`config.mk`:
```
export PLATFORM = sky130hd
export DESIGN_NAME = prime_test_64bit_unit
export DESIGN_NICKNAME = d
export VERILOG_FILES = /design/src/rtl/core/pt64_pkg.sv /design/src/rtl/core/prime_test_64bit_unit.sv /design/src/rtl/core/pt64_mulmod.sv /design/src/rtl/core/pt64_datapath.sv /design/src/rtl/core/pt64_ctrl.sv
export SDC_FILE = /design/constraint.sdc
export NUM_CORES = 2
export LEC_CHECK = 0
export ABC_CLOCK_PERIOD_IN_PS = 11500
export BUFFER_PORTS_ARGS = -buffer_cell sky130_fd_sc_hd__buf_4
export CORE_MARGIN = 10
export CORE_UTILIZATION = 30
export DETAILED_ROUTE_END_ITERATION = 6
export PLACE_DENSITY = 0.42
export SLEW_MARGIN = 20
export SYNTH_ARGS = -nofsm -noshare
export SYNTH_HDL_FRONTEND = slang
export SYNTH_SLANG_ARGS = --single-unit
```
`constraint.sdc`:
```
create_clock -name clk -period 11.5 [get_ports clk]
set_input_delay 1.725 -clock clk [delete_from_list [all_inputs] [get_ports clk]]
set_output_delay 1.725 -clock clk [all_outputs]
set_load 0.02 [all_outputs]
```
`src/rtl/core/pt64_pkg.sv`:
```
`default_nettype none
package pt64_pkg;

  localparam int unsigned WordW  = 64;
  localparam int unsigned BaseN  = 12;
  localparam int unsigned BaseIw = 4;
  localparam int unsigned BitIw  = 6;

  typedef enum logic [3:0] {
    ST_IDLE,
    ST_SETUP,
    ST_SPLIT,
    ST_BASE,
    ST_EXP_BIT,
    ST_EXP_MUL,
    ST_EXP_SQR,
    ST_CHECK,
    ST_SQR,
    ST_SQR_CHK,
    ST_DONE
  } pt64_state_t;

  // multiplier operand select
  typedef enum logic [1:0] {
    MUL_ACC_BASE,
    MUL_BASE_BASE,
    MUL_X_X
  } pt64_mul_sel_t;

  // controller to datapath commands
  typedef struct packed {
    logic          load;
    logic          split_step;
    logic          base_load;
    logic          mul_start;
    pt64_mul_sel_t mul_sel;
    logic          exp_shift;
    logic          sqr_count;
  } pt64_cmd_t;

  // datapath to controller status
  typedef struct packed {
    logic below_two;
    logic d_odd;
    logic n_is_base;
    logic exp_zero;
    logic exp_lsb;
    logic mul_done;
    logic x_is_one;
    logic x_is_nm1;
    logic sqr_left;
    logic base_last;
  } pt64_sts_t;

  function automatic logic [WordW-1:0] base_value(input logic [BaseIw-1:0] idx);
    logic [WordW-1:0] v;
    unique case (idx)
      4'd0:  v = 64'd2;
      4'd1:  v = 64'd3;
      4'd2:  v = 64'd5;
      4'd3:  v = 64'd7;
      4'd4:  v = 64'd11;
      4'd5:  v = 64'd13;
      4'd6:  v = 64'd17;
      4'd7:  v = 64'd19;
      4'd8:  v = 64'd23;
      4'd9:  v = 64'd29;
      4'd10: v = 64'd31;
      4'd11: v = 64'd37;
      default: v = 64'd2;
    endcase
    return v;
  endfunction

endpackage
`default_nettype wire

```
`src/rtl/core/prime_test_64bit_unit.sv`:
```
`default_nettype none
// channel | ports                          | width
// input   | in_valid in_ready in_candidate  | 64
// result  | out_valid out_ready out_prime_flag | 1
// one item at a time; each 64-bit mod-multiply runs on the shared
// bit-serial multiplier, about 128 of them per base over up to twelve bases
// reset is synchronous and clears the sequencer and the multiplier control flags only
// the result holds until out_ready; no new item is taken meanwhile
module prime_test_64bit_unit (
  input  wire logic        clk,
  input  wire logic        rst_n,
  input  wire logic        in_valid,
  output logic             in_ready,
  input  wire logic [63:0] in_candidate,
  output logic             out_valid,
  input  wire logic        out_ready,
  output logic             out_prime_flag
);

  pt64_pkg::pt64_cmd_t cmd;
  pt64_pkg::pt64_sts_t sts;

  pt64_ctrl u_ctrl (
    .clk        (clk),
    .rst_n      (rst_n),
    .in_valid   (in_valid),
    .in_ready   (in_ready),
    .out_valid  (out_valid),
    .out_ready  (out_ready),
    .prime_flag (out_prime_flag),
    .sts        (sts),
    .cmd        (cmd)
  );

  pt64_datapath u_dp (
    .clk       (clk),
    .rst_n     (rst_n),
    .candidate (in_candidate),
    .cmd       (cmd),
    .sts       (sts)
  );

endmodule
`default_nettype wire

```
`src/rtl/core/pt64_mulmod.sv`:
```
`default_nettype none
// shift-and-add modular multiplier, one bit of y per cycle
module pt64_mulmod (
  input  wire logic                        clk,
  input  wire logic                        rst_n,
  input  wire logic                        start,
  input  wire logic [pt64_pkg::WordW-1:0]  x,
  input  wire logic [pt64_pkg::WordW-1:0]  y,
  input  wire logic [pt64_pkg::WordW-1:0]  m,
  output logic                             done,
  output logic [pt64_pkg::WordW-1:0]       prod
);

  logic                          busy_r, busy_nxt;
  logic [pt64_pkg::BitIw-1:0]    bit_r, bit_nxt;
  logic [pt64_pkg::WordW-1:0]    acc_r, acc_nxt;
  logic [pt64_pkg::WordW-1:0]    x_r, y_r;
  logic                          done_r, done_nxt;
  logic [pt64_pkg::WordW:0]      dbl, dbl_sub, sum, sum_sub;
  logic [pt64_pkg::WordW-1:0]    acc2;

  // double then conditionally add x, both mod m (operands already below m)
  always_comb begin
    dbl     = {acc_r, 1'b0};
    dbl_sub = dbl - {1'b0, m};
    acc2    = dbl_sub[pt64_pkg::WordW] ? dbl[pt64_pkg::WordW-1:0]
                                       : dbl_sub[pt64_pkg::WordW-1:0];
    sum     = {1'b0, acc2} + {1'b0, x_r};
    sum_sub = sum - {1'b0, m};
    acc_nxt = acc2;
    if (y_r[bit_r]) begin
      acc_nxt = sum_sub[pt64_pkg::WordW] ? sum[pt64_pkg::WordW-1:0]
                                         : sum_sub[pt64_pkg::WordW-1:0];
    end
    busy_nxt = busy_r;
    bit_nxt  = bit_r;
    done_nxt = 1'b0;
    if (start) begin
      busy_nxt = 1'b1;
      bit_nxt  = '1;
      acc_nxt  = '0;
    end else if (busy_r) begin
      bit_nxt = bit_r - 1'b1;
      if (bit_r == '0) begin
        busy_nxt = 1'b0;
        done_nxt = 1'b1;
      end
    end else begin
      acc_nxt = acc_r;
    end
  end

  always_ff @(posedge clk) begin
    if (!rst_n) begin
      busy_r <= 1'b0;
      done_r <= 1'b0;
    end else begin
      busy_r <= busy_nxt;
      done_r <= done_nxt;
    end
    bit_r <= bit_nxt;
    acc_r <= acc_nxt;
    if (start) begin
      x_r <= x;
      y_r <= y;
    end
  end

  assign done = done_r;
  assign prod = acc_r;

endmodule
`default_nettype wire

```
`src/rtl/core/pt64_datapath.sv`:
```
`default_nettype none
// operand registers, exponent and squaring counters, compares
module pt64_datapath (
  input  wire logic                        clk,
  input  wire logic                        rst_n,
  input  wire logic [pt64_pkg::WordW-1:0]  candidate,
  input  wire pt64_pkg::pt64_cmd_t         cmd,
  output pt64_pkg::pt64_sts_t              sts
);

  logic [pt64_pkg::WordW-1:0]  n_r, d_r, e_r, b_r, acc_r;
  logic [pt64_pkg::BitIw-1:0]  r_r, k_r;
  logic [pt64_pkg::BaseIw-1:0] bi_r;
  logic [pt64_pkg::WordW-1:0]  mx, my, prod, bval, nm1;
  logic                        mdone;

  assign bval = pt64_pkg::base_value(bi_r);
  assign nm1  = n_r - 64'd1;

  // operand select for the shared multiplier
  always_comb begin
    unique case (cmd.mul_sel)
      pt64_pkg::MUL_ACC_BASE:  begin mx = acc_r; my = b_r; end
      pt64_pkg::MUL_BASE_BASE: begin mx = b_r;   my = b_r; end
      default:                 begin mx = acc_r; my = acc_r; end
    endcase
  end

  pt64_mulmod u_mul (
    .clk   (clk),
    .rst_n (rst_n),
    .start (cmd.mul_start),
    .x     (mx),
    .y     (my),
    .m     (n_r),
    .done  (mdone),
    .prod  (prod)
  );

  // register updates driven by controller commands
  always_ff @(posedge clk) begin
    if (cmd.load) begin
      n_r  <= candidate;
      d_r  <= candidate - 64'd1;
      r_r  <= '0;
      bi_r <= '0;
    end
    if (cmd.split_step) begin
      d_r <= d_r >> 1;
      r_r <= r_r + 1'b1;
    end
    if (cmd.base_load) begin
      // bases are below any n reaching here except n equal to a base, which ST_BASE flags as prime
      b_r   <= (bval >= n_r) ? bval - n_r : bval;
      e_r   <= d_r;
      acc_r <= 64'd1;
      k_r   <= 6'd1;
    end
    if (mdone) begin
      unique case (cmd.mul_sel)
        pt64_pkg::MUL_BASE_BASE: b_r <= prod;
        default:                 acc_r <= prod;
      endcase
    end
    if (cmd.exp_shift) e_r <= e_r >> 1;
    if (cmd.sqr_count) k_r <= k_r + 1'b1;
    if (cmd.base_load && bi_r != pt64_pkg::BaseIw'(pt64_pkg::BaseN - 1)) begin
      bi_r <= bi_r + 1'b1;
    end
  end

  // status back to the controller
  always_comb begin
    sts.below_two = (candidate < 64'd2);
    sts.d_odd     = d_r[0];
    sts.n_is_base = (n_r == bval);
    sts.exp_zero  = (e_r == '0);
    sts.exp_lsb   = e_r[0];
    sts.mul_done  = mdone;
    sts.x_is_one  = (acc_r == 64'd1);
    sts.x_is_nm1  = (acc_r == nm1);
    sts.sqr_left  = (k_r < r_r);
    sts.base_last = (bi_r == pt64_pkg::BaseIw'(pt64_pkg::BaseN - 1));
  end

endmodule
`default_nettype wire

```
`src/rtl/core/pt64_ctrl.sv`:
```
`default_nettype none
// sequencer for the witness loop over the bases, ending early on a witness or on n equal to a base
module pt64_ctrl (
  input  wire logic             clk,
  input  wire logic             rst_n,
  input  wire logic             in_valid,
  output logic                  in_ready,
  output logic                  out_valid,
  input  wire logic             out_ready,
  output logic                  prime_flag,
  input  wire pt64_pkg::pt64_sts_t sts,
  output pt64_pkg::pt64_cmd_t   cmd
);

  pt64_pkg::pt64_state_t state_r, state_nxt;
  logic                  flag_r, flag_nxt;
  logic                  busy_r, busy_nxt;
  logic                  last_r, last_nxt;

  // next state
  always_comb begin
    state_nxt = state_r;
    flag_nxt  = flag_r;
    busy_nxt  = busy_r;
    last_nxt  = last_r;
    unique case (state_r)
      pt64_pkg::ST_IDLE: if (in_valid) begin
        if (sts.below_two) begin
          flag_nxt = 1'b0; state_nxt = pt64_pkg::ST_DONE;
        end else state_nxt = pt64_pkg::ST_SPLIT;
      end
      pt64_pkg::ST_SETUP: state_nxt = pt64_pkg::ST_BASE;
      pt64_pkg::ST_SPLIT: if (sts.d_odd) state_nxt = pt64_pkg::ST_BASE;
      pt64_pkg::ST_BASE: begin
        last_nxt = sts.base_last;
        if (sts.n_is_base) begin
          flag_nxt = 1'b1; state_nxt = pt64_pkg::ST_DONE;
        end else state_nxt = pt64_pkg::ST_EXP_BIT;
      end
      pt64_pkg::ST_EXP_BIT: begin
        if (sts.exp_zero) state_nxt = pt64_pkg::ST_CHECK;
        else if (sts.exp_lsb) state_nxt = pt64_pkg::ST_EXP_MUL;
        else state_nxt = pt64_pkg::ST_EXP_SQR;
        busy_nxt = 1'b0;
      end
      pt64_pkg::ST_EXP_MUL: begin
        busy_nxt = 1'b1;
        if (sts.mul_done) begin busy_nxt = 1'b0; state_nxt = pt64_pkg::ST_EXP_SQR; end
      end
      pt64_pkg::ST_EXP_SQR: begin
        busy_nxt = 1'b1;
        if (sts.mul_done) begin busy_nxt = 1'b0; state_nxt = pt64_pkg::ST_EXP_BIT; end
      end
      pt64_pkg::ST_CHECK: begin
        if (sts.x_is_one || sts.x_is_nm1) begin
          if (last_r) begin flag_nxt = 1'b1; state_nxt = pt64_pkg::ST_DONE; end
          else state_nxt = pt64_pkg::ST_BASE;
        end else if (sts.sqr_left) state_nxt = pt64_pkg::ST_SQR;
        else begin flag_nxt = 1'b0; state_nxt = pt64_pkg::ST_DONE; end
      end
      pt64_pkg::ST_SQR: begin
        busy_nxt = 1'b1;
        if (sts.mul_done) begin busy_nxt = 1'b0; state_nxt = pt64_pkg::ST_SQR_CHK; end
      end
      pt64_pkg::ST_SQR_CHK: begin
        if (sts.x_is_nm1) begin
          if (last_r) begin flag_nxt = 1'b1; state_nxt = pt64_pkg::ST_DONE; end
          else state_nxt = pt64_pkg::ST_BASE;
        end else if (sts.sqr_left) state_nxt = pt64_pkg::ST_SQR;
        else begin flag_nxt = 1'b0; state_nxt = pt64_pkg::ST_DONE; end
      end
      pt64_pkg::ST_DONE: if (out_ready) state_nxt = pt64_pkg::ST_IDLE;
      default: state_nxt = pt64_pkg::ST_IDLE;
    endcase
  end

  // outputs and commands
  always_comb begin
    cmd            = '0;
    cmd.mul_sel    = pt64_pkg::MUL_X_X;
    in_ready       = (state_r == pt64_pkg::ST_IDLE);
    out_valid      = (state_r == pt64_pkg::ST_DONE);
    prime_flag     = flag_r;
    unique case (state_r)
      pt64_pkg::ST_IDLE:  cmd.load = in_valid;
      pt64_pkg::ST_SPLIT: cmd.split_step = !sts.d_odd;
      pt64_pkg::ST_BASE:  cmd.base_load = 1'b1;
      pt64_pkg::ST_EXP_MUL: begin
        cmd.mul_sel   = pt64_pkg::MUL_ACC_BASE;
        cmd.mul_start = !busy_r;
      end
      pt64_pkg::ST_EXP_SQR: begin
        cmd.mul_sel   = pt64_pkg::MUL_BASE_BASE;
        cmd.mul_start = !busy_r;
        cmd.exp_shift = sts.mul_done;
      end
      pt64_pkg::ST_SQR: begin
        cmd.mul_start = !busy_r;
        cmd.sqr_count = sts.mul_done;
      end
      default: ;
    endcase
  end

  always_ff @(posedge clk) begin
    if (!rst_n) begin
      state_r <= pt64_pkg::ST_IDLE;
      busy_r  <= 1'b0;
      flag_r  <= 1'b0;
      last_r  <= 1'b0;
    end else begin
      state_r <= state_nxt;
      busy_r  <= busy_nxt;
      flag_r  <= flag_nxt;
      last_r  <= last_nxt;
    end
  end

endmodule
`default_nettype wire
```
==> flow_summary.json <==
{
  "status": "completed",
  "cts_buffers": 68,
  "grt_usage": 0.212,
  "criticalPathCategory": "register to register",
  "final_nets": 4744,
  "critPathMaxStageDelay_ns": 0.73,
  "cp_data_arrival_time_ns": 11.24,
  "synthCells": 4498,
  "crit_path_start_kind": "register",
  "rsz0062_at_grt": "false",
  "worst_slack_ns": 0.782,
  "setup_viol": 0,
  "fillers": 13500,
  "vias": 34700,
  "drtIter0Drc": 2898,
  "drcViolationCount": 0,
  "ys_top_cells_by_area": "edfxtp_1 (26%), dfxtp_1 (11%), ha_1 (6.8%), nand2_1 (6.5%), xnor2_1 (4.9%)",
  "synth_edf_count": 334,
  "r2r_slack_ns": 0.78,
  "area_delta_synth_final_pct": 12.1,
  "antenna_found_initial": 0,
  "multi_input_area_um2": 23500,
  "die_x_um": 381,
  "netlist_area_um2": 39200,
  "initial_core_util": 0.302,
  "synth-seq-area-share": 0.366,
  "final_cell_mix": "nand2_1 (674), o21ai_0 (371), edfxtp_1 (334), a21oi_1 (289), nor2_1 (282)",
  "fin_tns_setup_ns": 0,
  "cp_max_fo": 63,
  "clock_sinks": 549,
  "maxCapViolations": 0,
  "post-place-cells": 6131,
  "final_common_cell": "nand2_1",
  "clk_latency_ns": 0.64,
  "fp-row-count": 132,
  "die_y_um": 381,
  "synth_nets": 4783,
  "die_area_um2": 145000,
  "yosys_warnings": 0,
  "fin_skew_ns": 0.0201,
  "h-tree-depth": 3,
  "ys_ff_latch": 549,
  "first_global_vias": 33100,
  "cts_tree": "done",
  "post_synth.cell_area_avg_um2": 8.71,
  "gr-total-overflow": 0,
  "tightest_slew_ns": 1.28,
  "drive_gt1_frac": 0.107,
  "critPathCaptureType": "register",
  "pre_cts_slack_ns": 0.411,
  "hold_viol": 0,
  "post-route-period-util": 0.932,
  "grt_pass1_wl_um": 233000,
  "report.final.slew_viol_count": 0,
  "first_pass_iters": 6,
  "avgRoutedWirePerCell_um": 25.7,
  "synth_ff_type": "edfxtp_1",
  "io_pins": 71,
  "finish.cell_count_without_fillers": 6259,
  "grt_start_max_net_pins": 88,
  "netlist.area_leader.share": 0.256,
  "synth_top_cell_by_area": "edfxtp_1",
  "relSlewSlack": 0.139,
  "hold_path_class": "register to register",
  "gp_congestion": 0.911,
  "path_clk_slew_ns": 0.06,
  "core-area_um2": 130000,
  "wirelength_um": 161000,
  "regArea_um2": 14300,
  "cts_max_path_buffers": 3,
  "ant_nets": 0,
  "synth_cell_type_count": 83,
  "required_ns": 12.02,
  "viasPerCell": 5.54,
  "clockRootBuffer": "clkbuf_16",
  "io_buffers": 70,
  "max_freq_mhz": 93.3,
  "async_flop_share": 0,
  "crit_slowest_cell": "a211oi_1",
  "fin_crit_ns": 10.72,
  "post-dp-hpwl_um": 126000
}
-- cell families after synthesis --
| logic type | share of synthesized area |
|---|---|
| AO/OA/AOI/OAI | 0.197 |
| XOR/XNOR | 0.0774 |
| AND/OR/NAND/NOR | 0.185 |
| buffers and inverters | 0.0370 |
| adder cells (fa/ha/maj) | 0.0701 |
| multiplexers | 0.0674 |
| flip-flops | 0.366 |
-- layer usage --
layer	up-vias	global-route usage	routed length [um]
met4	0	0.0675	4910
met2	1077	0.324	69800
met5	-	0	0
li1	16500	-	-
met1	16900	0.308	77800
met3	174	0.0240	8410
-- timing repair --
item | 4_1_cts | 5_1_grt
gates resized for setup | 0 | 2
setup buffers | 0 | 0
hold buffers | 0 | 0
endpoints found under the setup margin | 0 | 29
-- stage by stage --
step / cell area [um2] / hold WS [ns] / utilization
detailed placement: 41500 / 0.478 / 0.320
CTS: 43900 / 0.489 / 0.339
global route: 43900 / 0.506 / 0.339
floorplan: 39200 / 0.446 / -
global placement: 41500 / 0.470 / 0.320
finish: 43900 / 0.486 / 0.339
-- synthesized netlist by cell type, types with 126 or more instances --
cell type / instances
a21oi_1: 290
clkbuf_1: 216
dfxtp_1: 215
edfxtp_1: 334
ha_1: 213
inv_1: 151
mux2_2: 171
nand2_1: 678
nor2_1: 287
o21ai_0: 372
xnor2_1: 220
xor2_1: 126
-- state kept, by name, summed over array words and instances (netlist names), 64 cells and up --
name / cells
u_dp.e_r: 64
u_dp.n_r: 64
u_dp.acc_r: 64
u_dp.d_r: 64
u_dp.u_mul.x_r: 64
u_dp.b_r: 64
u_dp.u_mul.y_r: 64
u_dp.u_mul.prod: 64
-- final cells by class --
cell class / instances / share of cell area
Antenna cell: 3 / 0.000171
Clock buffer: 89 / 0.0431
Clock inverter: 36 / 0.0106
Inverter: 152 / 0.0131
Multi-Input combinational cell: 3565 / 0.536
Sequential cell: 549 / 0.326
Tap cell: 1742 / 0.0496
Timing Repair Buffer: 123 / 0.0213
-- worst paths after layout --
| check | endpoint | cells after the start | startpoint |
|---|---|---|---|
| setup / recovery | u_dp.u_mul.prod[34] | 34 | u_dp.n_r[16] |
| hold / removal | u_ctrl.busy_r | 2 | u_ctrl.busy_r |
| setup reg to reg | u_dp.u_mul.prod[34] | 34 | u_dp.n_r[16] |
| hold reg to reg | u_ctrl.busy_r | 2 | u_ctrl.busy_r |
-- critical path: cells and delay by family, from the launching register on --
family                     cells  cell delay (ns)
AOI/OAI and AO/OA             13             3.98
xor gates and xnor gates       2             0.46
adders and majority gates      3             1.14
buffers and inverters          5             1.36
DFF                            1             0.52
muxes                          2             0.49
and+or+nand+nor                9             2.62
Power is not shown: default switching activity piles up to over one toggle a cycle in this logic, so the estimate is an artifact.
